==> src/stx_etx_frame_receiver_top_defines.svh <==
// Assertion macros shared by the STX/ETX frame receiver RTL.
// No dependencies; include by bare file name inside a module body.
`ifndef STX_ETX_FRAME_RECEIVER_TOP_DEFINES_SVH
`define STX_ETX_FRAME_RECEIVER_TOP_DEFINES_SVH

// Same-cycle implication, disabled while reset is asserted.
`define SEFR_ASSERT_NOW(label, clk, rst_n, ante, cons, msg) \
	label: assert property (@(posedge clk) disable iff (!rst_n) (ante) |-> (cons)) \
		else $error(msg);

// Next-cycle implication, disabled while reset is asserted.
`define SEFR_ASSERT_NEXT(label, clk, rst_n, ante, cons, msg) \
	label: assert property (@(posedge clk) disable iff (!rst_n) (ante) |=> (cons)) \
		else $error(msg);

`endif

==> src/sefr_pkg.sv <==
// Shared types, codes and defaults for the STX/ETX frame receiver.
// No dependencies; imported by every module of the block.
package sefr_pkg;

	// Field widths (fixed by the stream format)
	localparam int KindW  = 2;
	localparam int ByteW  = 8;
	localparam int EventW = 3;
	localparam int PosW   = 6;
	localparam int LenW   = 7;
	localparam int AckW   = 2;
	localparam int CfgAddrW = 2;

	localparam int MAX_FRAME_LEN_DEF = 64;
	localparam int ACK_COUNT_DONE    = 3;

	// Input kinds
	localparam logic [KindW-1:0] KIND_BYTE  = 2'd0;
	localparam logic [KindW-1:0] KIND_ARM   = 2'd1;
	localparam logic [KindW-1:0] KIND_CLEAR = 2'd2;

	// Result events
	localparam logic [EventW-1:0] EV_IGNORED     = 3'd0;
	localparam logic [EventW-1:0] EV_OPENED      = 3'd1;
	localparam logic [EventW-1:0] EV_STORED      = 3'd2;
	localparam logic [EventW-1:0] EV_DONE        = 3'd3;
	localparam logic [EventW-1:0] EV_ACK_COUNTED = 3'd4;
	localparam logic [EventW-1:0] EV_ACK_DONE    = 3'd5;
	localparam logic [EventW-1:0] EV_OVERFLOW    = 3'd6;

	// Acknowledge status
	localparam logic [AckW-1:0] ACK_IDLE = 2'd0;
	localparam logic [AckW-1:0] ACK_WAIT = 2'd1;
	localparam logic [AckW-1:0] ACK_RCVD = 2'd2;

	// Register indexes
	localparam logic [CfgAddrW-1:0] CFG_START = 2'd0;
	localparam logic [CfgAddrW-1:0] CFG_END   = 2'd1;
	localparam logic [CfgAddrW-1:0] CFG_ACK   = 2'd2;

	// Register reset values
	localparam logic [ByteW-1:0] START_DEF = 8'h02;
	localparam logic [ByteW-1:0] END_DEF   = 8'h03;
	localparam logic [ByteW-1:0] ACK_DEF   = 8'h06;

	typedef struct packed {
		logic [ByteW-1:0] start_byte;
		logic [ByteW-1:0] end_byte;
		logic [ByteW-1:0] ack_byte;
	} cfg_t;

	typedef struct packed {
		logic [KindW-1:0] kind;
		logic [ByteW-1:0] rx_byte;
	} item_t;

	typedef struct packed {
		logic [AckW-1:0] ack_state;
		logic            in_frame;
	} flags_t;

	typedef struct packed {
		logic [EventW-1:0] event_res;
		logic [ByteW-1:0]  data_byte;
		logic [PosW-1:0]   position;
		logic [LenW-1:0]   frame_length;
		logic [AckW-1:0]   ack_status;
	} result_t;

endpackage

==> src/sefr_cfg_regs.sv <==
// Configuration registers (start, end and acknowledge byte values).
// Depends on sefr_pkg.
module sefr_cfg_regs (
	input  logic                          clk,
	input  logic                          arst_n,
	input  logic                          cfg_we,
	input  logic [sefr_pkg::CfgAddrW-1:0] cfg_addr,
	input  logic [sefr_pkg::ByteW-1:0]    cfg_wdata,
	output sefr_pkg::cfg_t                cfg
);
	import sefr_pkg::*;

	cfg_t cfg_q;

	always_ff @(posedge clk or negedge arst_n) begin
		if (!arst_n) begin
			cfg_q.start_byte <= START_DEF;
			cfg_q.end_byte   <= END_DEF;
			cfg_q.ack_byte   <= ACK_DEF;
		end else if (cfg_we) begin
			case (cfg_addr)
				CFG_START: cfg_q.start_byte <= cfg_wdata;
				CFG_END:   cfg_q.end_byte   <= cfg_wdata;
				CFG_ACK:   cfg_q.ack_byte   <= cfg_wdata;
				default: ;
			endcase
		end
	end

	assign cfg = cfg_q;

endmodule

==> src/sefr_step.sv <==
// Per-item deframer decision: next state and result for one item.
// Depends on sefr_pkg.
module sefr_step #(
	parameter  int MAX_FRAME_LEN = sefr_pkg::MAX_FRAME_LEN_DEF,
	localparam int FillW         = $clog2(MAX_FRAME_LEN + 1)
) (
	input  sefr_pkg::cfg_t    cfg,
	input  sefr_pkg::item_t   item,
	input  sefr_pkg::flags_t  flags_cur,
	input  logic [FillW-1:0]  fill_cur,
	output sefr_pkg::flags_t  flags_nxt,
	output logic [FillW-1:0]  fill_nxt,
	output sefr_pkg::result_t res
);
	import sefr_pkg::*;

	logic full;
	logic ack_last;

	assign full     = fill_cur >= FillW'(MAX_FRAME_LEN);
	// the third acknowledge byte is the one stored at index 2
	assign ack_last = fill_cur == FillW'(ACK_COUNT_DONE - 1);

	always_comb begin
		flags_nxt = flags_cur;
		fill_nxt  = fill_cur;
		res       = '0;
		res.event_res = EV_IGNORED;
		case (item.kind)
			KIND_ARM:   flags_nxt.ack_state = ACK_WAIT;
			KIND_CLEAR: flags_nxt.ack_state = ACK_IDLE;
			KIND_BYTE: begin
				if (flags_cur.ack_state == ACK_WAIT) begin
					if (item.rx_byte != cfg.ack_byte) begin
						res.event_res = EV_IGNORED;
					end else if (full) begin
						res.event_res = EV_OVERFLOW;
					end else begin
						res.data_byte = item.rx_byte;
						res.position  = PosW'(fill_cur);
						if (ack_last) begin
							fill_nxt            = '0;
							flags_nxt.in_frame  = 1'b0;
							flags_nxt.ack_state = ACK_RCVD;
							res.event_res       = EV_ACK_DONE;
							res.frame_length    = LenW'(ACK_COUNT_DONE);
						end else begin
							fill_nxt      = fill_cur + FillW'(1);
							res.event_res = EV_ACK_COUNTED;
						end
					end
				end else if (!flags_cur.in_frame) begin
					if (item.rx_byte == cfg.start_byte) begin
						flags_nxt.in_frame = 1'b1;
						res.event_res      = EV_OPENED;
					end
				end else if (item.rx_byte == cfg.end_byte) begin
					fill_nxt           = '0;
					flags_nxt.in_frame = 1'b0;
					res.event_res      = EV_DONE;
					res.frame_length   = LenW'(fill_cur);
				end else if (full) begin
					res.event_res = EV_OVERFLOW;
				end else begin
					fill_nxt      = fill_cur + FillW'(1);
					res.event_res = EV_STORED;
					res.data_byte = item.rx_byte;
					res.position  = PosW'(fill_cur);
				end
			end
			default: ;
		endcase
		res.ack_status = flags_nxt.ack_state;
	end

endmodule

==> src/stx_etx_frame_receiver_top.sv <==
// Top level of the STX/ETX frame receiver: input register, step logic, result register.
// Depends on sefr_pkg, sefr_cfg_regs, sefr_step and the assertion macro header.
//
// Usage:
//  - s_axis carries one item per transfer: tuser = kind (0 byte, 1 arm ack wait,
//    2 clear ack status), tdata = received byte.
//  - m_axis returns exactly one result per input transfer, in order:
//    tuser = event code, tdata = data byte, position, frame length, ack status.
//  - cfg_we/cfg_addr/cfg_wdata write start, end and ack byte values (index 0..2);
//    writes to index 3 are dropped. Write only while the block is idle.
//  - Path: an accepted item is held in the input register, then its result is
//    written into the result register, from which it transfers on m_axis.
//  - Throughput: one item per cycle while m_axis_tready is high; the state update (ack status,
//    frame flag, fill count) is registered as the item moves into the result register.
//  - Stall: when m_axis_tready is low the result register holds, one more item
//    waits in the input register, then s_axis_tready drops. Nothing is lost.
//  - Reset: arst_n clears both stages, the frame state and fill count, and
//    restores the default byte values 0x02, 0x03 and 0x06.
module stx_etx_frame_receiver_top #(
	parameter int MAX_FRAME_LEN = sefr_pkg::MAX_FRAME_LEN_DEF
) (
	input  logic                          clk,
	input  logic                          arst_n,
	// input stream
	input  logic                          s_axis_tvalid,
	output logic                          s_axis_tready,
	input  logic [7:0]                    s_axis_tdata,  // [7:0] rx_byte
	input  logic [1:0]                    s_axis_tuser,  // [1:0] kind
	// result stream
	output logic                          m_axis_tvalid,
	input  logic                          m_axis_tready,
	// [7:0] data_byte, [13:8] position, [20:14] frame_length,
	// [22:21] ack_status, [23] zero
	output logic [23:0]                   m_axis_tdata,
	output logic [2:0]                    m_axis_tuser,  // [2:0] event_res
	// configuration
	input  logic                          cfg_we,
	input  logic [sefr_pkg::CfgAddrW-1:0] cfg_addr,
	input  logic [sefr_pkg::ByteW-1:0]    cfg_wdata
);
	import sefr_pkg::*;
	`include "stx_etx_frame_receiver_top_defines.svh"

	localparam int FillW = $clog2(MAX_FRAME_LEN + 1);

	cfg_t             cfg;
	logic             valid_s1;
	item_t            item_s1;
	logic             valid_s2;
	result_t          res_s2;
	flags_t           flags_q;
	logic [FillW-1:0] fill_q;
	flags_t           flags_nxt;
	logic [FillW-1:0] fill_nxt;
	result_t          res_nxt;
	logic             advance;
	logic             in_xfer;

	// an item moves to the result register when that register is free or drains
	assign advance       = valid_s1 && (!valid_s2 || m_axis_tready);
	assign s_axis_tready = !valid_s1 || advance;
	assign in_xfer       = s_axis_tvalid && s_axis_tready;

	sefr_cfg_regs u_cfg (
		.clk       (clk),
		.arst_n    (arst_n),
		.cfg_we    (cfg_we),
		.cfg_addr  (cfg_addr),
		.cfg_wdata (cfg_wdata),
		.cfg       (cfg)
	);

	sefr_step #(
		.MAX_FRAME_LEN (MAX_FRAME_LEN)
	) u_step (
		.cfg       (cfg),
		.item      (item_s1),
		.flags_cur (flags_q),
		.fill_cur  (fill_q),
		.flags_nxt (flags_nxt),
		.fill_nxt  (fill_nxt),
		.res       (res_nxt)
	);

	// input register
	always_ff @(posedge clk or negedge arst_n) begin
		if (!arst_n) begin
			valid_s1 <= 1'b0;
		end else if (s_axis_tready) begin
			valid_s1 <= s_axis_tvalid;
		end
	end

	always_ff @(posedge clk) begin
		if (in_xfer) begin
			item_s1.kind    <= s_axis_tuser;
			item_s1.rx_byte <= s_axis_tdata;
		end
	end

	// deframer state, updated once per item
	always_ff @(posedge clk or negedge arst_n) begin
		if (!arst_n) begin
			flags_q.ack_state <= ACK_IDLE;
			flags_q.in_frame  <= 1'b0;
			fill_q            <= '0;
		end else if (advance) begin
			flags_q <= flags_nxt;
			fill_q  <= fill_nxt;
		end
	end

	// result register
	always_ff @(posedge clk or negedge arst_n) begin
		if (!arst_n) begin
			valid_s2 <= 1'b0;
		end else if (!valid_s2 || m_axis_tready) begin
			valid_s2 <= valid_s1;
		end
	end

	always_ff @(posedge clk) begin
		if (advance) begin
			res_s2 <= res_nxt;
		end
	end

	assign m_axis_tvalid = valid_s2;
	assign m_axis_tuser  = res_s2.event_res;
	assign m_axis_tdata  = {1'b0, res_s2.ack_status, res_s2.frame_length,
		res_s2.position, res_s2.data_byte};

	// fill count never runs past the buffer size
	`SEFR_ASSERT_NOW(a_fill_bound, clk, arst_n, 1'b1,
		fill_q <= FillW'(MAX_FRAME_LEN), "fill count above MAX_FRAME_LEN")
	// ack status only takes its three defined values
	`SEFR_ASSERT_NOW(a_ack_code, clk, arst_n, 1'b1,
		flags_q.ack_state != 2'd3, "ack state holds an undefined code")
	// a completed acknowledge reports received status
	`SEFR_ASSERT_NOW(a_ack_done_status, clk, arst_n,
		valid_s2 && res_s2.event_res == EV_ACK_DONE,
		res_s2.ack_status == ACK_RCVD, "ack done without received status")
	// closing a frame or an acknowledge leaves the fill count at zero
	`SEFR_ASSERT_NEXT(a_close_clears, clk, arst_n,
		advance && (res_nxt.event_res == EV_DONE || res_nxt.event_res == EV_ACK_DONE),
		fill_q == '0 && !flags_q.in_frame, "frame close did not clear state")
	// a waiting item stays put while the result register is stalled
	`SEFR_ASSERT_NEXT(a_s1_hold, clk, arst_n,
		valid_s1 && valid_s2 && !m_axis_tready,
		valid_s1 && $stable(item_s1), "stalled input item changed")

endmodule
==> config.mk <==
export PLATFORM = sky130hd
export DESIGN_NAME = stx_etx_frame_receiver_top
export DESIGN_NICKNAME = d
export VERILOG_FILES = /design/src/sefr_pkg.sv /design/src/sefr_cfg_regs.sv /design/src/sefr_step.sv /design/src/stx_etx_frame_receiver_top.sv
export VERILOG_INCLUDE_DIRS = /design/src /design/src/src
export SDC_FILE = /design/constraint.sdc
export NUM_CORES = 1
export LEC_CHECK = 0
export ABC_AREA = 1
export BUFFER_PORTS_ARGS = -buffer_cell sky130_fd_sc_hd__buf_2
export CAP_MARGIN = 25
export CORE_MARGIN = 5
export CORE_UTILIZATION = 50
export DETAILED_ROUTE_END_ITERATION = 12
export GPL_TIMING_DRIVEN = 1
export HOLD_SLACK_MARGIN = 0.05
export PLACE_DENSITY = 0.77
export SETUP_SLACK_MARGIN = 0.4
export SLEW_MARGIN = 20
export SYNTH_ARGS = -nofsm -noshare
export SYNTH_HDL_FRONTEND = slang
export SYNTH_SLANG_ARGS = --single-unit
==> constraint.sdc <==
create_clock -name clk -period 3 [get_ports clk]
set_clock_uncertainty 0.2 [all_clocks]
set_input_delay 0.15 -clock clk [delete_from_list [all_inputs] [get_ports clk]]
set_output_delay 0.15 -clock clk [all_outputs]
set_load 0.02 [all_outputs]
# Yosys cells after proc, flatten, opt, wreduce, memory -nomap -nowiden
# Index checks and enable logic that the tools add are counted.
# op_classes
reduce_logical	14
eq_ne	13
n_mux	31
addsub	1
order_cmp	1
# ops
op	count
2-to-1 mux 21 bit	3
2-to-1 mux 7 bit	8
2-to-1 mux 14 bit	2
2-to-1 mux 24 bit	1
2-to-1 mux 3 bit	8
== test 8 bit	2
inequality test 8 bit	1
adder 7 x 1 -> 7 bit, second input constant	1
== test 7 x 2 -> 1 bit, second input constant	1
>= comparator 7 bit, second input constant	1
== test 2 x 1 -> 1 bit, second input constant	3
2-to-1 mux 1 bit	6
inequality test 2 bit, second input constant	3
case mux 2 bit (3 select lines)	1
AND reduction 2 bit	3
AND reduction 6 bit	1
AND reduction 5 bit	1
== test 2 bit, second input constant	2
zero test 2 bit	2
2-to-1 mux 2 bit	2
logical AND 1 bit	2
zero test 1 bit	2
logical OR 1 bit	2
inequality test 2 x 1 -> 1 bit, second input constant	1
nonzero test 2 bit	1
# word_totals
reg_bits	72
output_inout_bits	29
wordCells	75
inputBits	25

# Logic depth before layout (Yosys ltp)
# depth
ltp_word	6
depth_mapped	12

# By module
# Synthesis repeated with hierarchy kept, for this count alone.
# unflattened
cells_unflattened	437
hier_area_um2	3799.9
# by_module_without_submodules
mod	area_per_inst_um2	instances	cells_each	seq_area_each_um2
stx_etx_frame_receiver_top	1584.0	1	92	1381.3
sefr_step	1158.6	1	238	0.0
sefr_cfg_regs	1057.3	1	107	606.8

# Least setup slack after synthesis
# Ideal clock, no wire load.
# synth_timing
kind	reg2reg
start	reg valid_s2 (netlist: m_axis_tvalid)
end	reg fill_q[3]
arrival_time_ns	2.125
synth_period_minus_slack_ns	2.390
setup_slack_ns	0.610
stages_incl_launch_ff	8
required_time_ns	2.735
setup_ns	0.065
path_cell_list	dfrtp_1 a21oi_2 nand2_1 nor3_2 nand2_1 nor2_8 nand2_1 nand2_1
# synth_via
elab_chain_len	4
# synth_lines
item	line	source
start: declaration	stx_etx_frame_receiver_top.sv:49	logic valid_s2;
start signal: assignment	stx_etx_frame_receiver_top.sv:118	valid_s2 <= valid_s1;
zero test 1 bit	stx_etx_frame_receiver_top.sv:60	assign advance = valid_s1 && (!valid_s2 || m_axis_tready);
logical OR 1 bit	stx_etx_frame_receiver_top.sv:60	
logical AND 1 bit	stx_etx_frame_receiver_top.sv:60	
via advance	stx_etx_frame_receiver_top.sv:56	logic advance;
AND reduction 6 bit (no source line)	--	
end signal: assignment	stx_etx_frame_receiver_top.sv:109	fill_q <= fill_nxt;
end: declaration	stx_etx_frame_receiver_top.sv:52	logic [FillW-1:0] fill_q;
# The timed path passes the listed nets, and every way through them passes these cells.
# A chain may end at the register's enable or synchronous reset.

# Final worst setup path
# layout_timing
start	in m_axis_tready
end	reg valid_s1
# layout_via
elab_chain_len	3
# layout_lines
item	line	source
start: declaration	stx_etx_frame_receiver_top.sv:31	input logic m_axis_tready,
logical OR 1 bit	stx_etx_frame_receiver_top.sv:60	
logical AND 1 bit	stx_etx_frame_receiver_top.sv:60	
logical OR 1 bit	stx_etx_frame_receiver_top.sv:61	assign s_axis_tready = !valid_s1 || advance;
end signal: assignment	stx_etx_frame_receiver_top.sv:90	valid_s1 <= s_axis_tvalid;
end: declaration	stx_etx_frame_receiver_top.sv:47	logic valid_s1;
# No other way between the ends.

==> metrics.txt <==
yosys warns 0; nature of the critical path endpoint flop; final setup violation count 0; Initial Util about half; largest net degree at the start of global routing 37; PostCTS Resize Cnt 0; CP max stage delay between 0.5 and 0.6 ns; Cell Chain, Critical Path dlygate4sd3_1 > buf_2 > inv_1 > nand3_1 > nand2_1 > dlygate4sd3_1 > nand2_1 > dlygate4sd3_1; global-route wire length before repair ~12000 um; post-synth net total 426; Area Growth Syn to Fin 20.7%; die width approximately 94 um; io pins 54; Worst Max-Slew Pin Slew 0.823 ns; Core ar. 0.00683 mm^2; xor/xnor share of the synthesized area 2.98%; f_max ~460 MHz; Slowest-stage cell, CP dlygate4sd3_1; CTS Buf Count 9; Synth top area share a little under a third; synthesis-stage register bit count 72; routability cong. 0.900; clock sinks 72; Final Hold Viols 0; Mean Syn Cell Area 8.85 um^2; fraction of the mapped netlist area in compound gates between 4 and 5%; Global Route Usage Sum 17.3%; minimum clock period 2.17 ns; status completed; post-route antenna net violation count 0; unrepaired setup endpoints after global routing false; vias in the first global route between 2000 and 3000; CTS tree built; multiplexer share of the synthesized area 0%; Filler cells 602; share of cells above drive strength 1 20.3%; Cells after Synth 398; Simple-Gate Fraction of Synth Area 28.4%; R2R depth 5; clk slew on worst S/H paths about 0.07 ns; Main synth FF type edfxtp_1; Yosys cell types 31; total vias in the final route 2761; WP data required 3.04 ns; # nets final between 500 and 600; die height 93.9 um; diode count 0; sequential area share after synthesis 56.4%; top cells by area, synth edfxtp_1, dfrtp_1, nand2_1; initial antenna violation count 0; setup tns final 0 ns; pwr dens 581 mW/mm^2; max capacitance violation total 0; crit path max fanout 3; max-slew violations 0; full die area between 0.008 and 0.009 mm^2; clock tree root buffer cell clkbuf_8; WHS Path Cells 4; Post-synth EDFFs 36; final wirelength around 7000 um; CP most frequent cell dlygate4sd3_1; largest family of logic cells by synthesized area simple AND/OR/NAND/NOR gates; worst IR drop on VDD 0.000271 V; Pleak 2.01 nW; clk buf depth 2; Initial DRC Count roughly 140; fin crit share 72.4%; vias per cell 4.77; Port Buf Inserts 52; clk_lat worst skew 0.36 ns; drt drc 0; H-tree depth 3; Rows 30; largest area contributor in the netlist edfxtp_1; Async SR Flop Fraction 50.0%; hpwl dp between 4000 and 5000 um; Post-Syn Area ~0.0035 mm^2; gr ovfl total 0; Worst Setup Path Type input pin to flop; reg2reg setup slack approximately 0.94 ns; DRT Pass-1 Iters 4; HP Class input pin to flop; startpoint types input pin; worst rel slew slack 45.1%; Synth Area in Adders 1.07%; drt wl/cell between 10 and 15 um; CP Data Arrival Time 2.21 ns; Overall Power 2.47 mW
[report_power, final]
part           internal (mW)  leakage (nW)  total [mW]  switching (mW)
clock network          0.298        0.0761       0.640           0.342
registers               1.18         0.802        1.28          0.0984
logic                  0.199          1.13       0.554           0.354
total                   1.67          2.01        2.47           0.795
[registers in the layout, indices dropped and copies added (netlist names)]
signal / flops
fill_q: 7
flags_q: 3
item_s1: 10
m_axis_tdata: 23
m_axis_tuser: 3
m_axis_tvalid: 1
u_cfg.cfg: 24
valid_s1: 1
[per-stage QoR]
step	util [%]	instance area [um^2]	hold WS (ns)	cells	worst slack, ns
after floorplan	-	3520	-0.346	398	0.610
after global placement	56.6	3870	0.0820	540	1.08
after detailed placement	56.6	3870	0.0898	540	1.01
after CTS	62.2	4250	0.175	579	0.834
after global routing	62.2	4250	0.266	579	0.726
final	62.2	4250	0.190	579	0.829
[critical path, delay by kind of cell]
| family | cells | cell delay, ns |
|---|---|---|
| buf+inv | 5 | 1.81 |
| simple gates | 3 | 0.24 |
[final timing paths]
check,from,to
hold / removal,cfg_we,u_cfg.cfg[1]$_DFFE_PN1P_
hold reg to reg,u_cfg.cfg[1]$_DFFE_PN1P_,u_cfg.cfg[1]$_DFFE_PN1P_
setup / recovery,m_axis_tready,valid_s1$_DFFE_PN0N_
setup reg to reg,m_axis_tvalid$_DFFE_PN0P_,valid_s1$_DFFE_PN0N_
max in group asynchronous,arst_n,fill_q[5]$_DFFE_PN0P_
min in group asynchronous,arst_n,u_cfg.cfg[0]$_DFFE_PN0P_
[final cells by class]
cell class                 instances  area, um^2  share of cell area [%]
sequential                        72        1990                    46.8
clock buffer                      14         143                    3.35
multi-input combinational        273        1320                    31.1
inverter                          46         173                    4.06
clock inverter                     2        8.76                   0.206
tap                               96         120                    2.83
timing repair buffer              76         498                    11.7
[cell usage after synthesis, types with 2 or more instances]
| cell | instances |
|---|---|
| nand2_1 | 143 |
| nor2_1 | 38 |
| inv_1 | 37 |
| edfxtp_1 | 36 |
| dfrtp_1 | 31 |
| o21ai_0 | 25 |
| nand3_1 | 16 |
| inv_2 | 9 |
| a21oi_1 | 6 |
| xnor2_1 | 6 |
| xor2_1 | 6 |
| dfstp_2 | 5 |
| nand4_1 | 5 |
| or2_2 | 5 |
| nor2_2 | 4 |
| clkbuf_1 | 3 |
| ha_1 | 3 |
| nor2_8 | 3 |
| buf_2 | 2 |
| nand2_2 | 2 |
| nor2_4 | 2 |
| o21ai_1 | 2 |
[per-layer routing]
metal,GRT usage [%],vias up,part of all wire (%)
met5,0,-,0
met1,21.9,1272,45
li1,-,1416,-
met4,7.46,0,1.9
met3,4.09,13,5.1
met2,28.2,60,48
[cells by family after synthesis]
family / count (synthesis)
and+or+nand+nor: 223
xor gates and xnor gates: 12
AOI/OAI and AO/OA: 34
other: 1
DFF: 72
adders and majority gates: 3
buffers and inverters: 53
[what timing repair did]
action,in CTS,in global routing
hold endpoints to repair,67,0
buffers inserted,0,0
hold buffers,23,0
[placed cells by master (no fill, tap or decap), types with 3 or more instances in the layout]
cell	count
dfrtp_1	31
buf_2	52
nand3_1	16
inv_1	37
nand4_1	5
nor2_8	3
xnor2_1	6
xor2_1	6
dfstp_2	5
o21ai_0	25
nor2_2	4
nor2_1	38
clkbuf_8	9
clkbuf_1	5
dlygate4sd3_1	23
edfxtp_1	36
inv_2	9
or2_2	5
nand2_1	143
ha_1	3
a21oi_1	6
(Power assumes the default switching activity.)
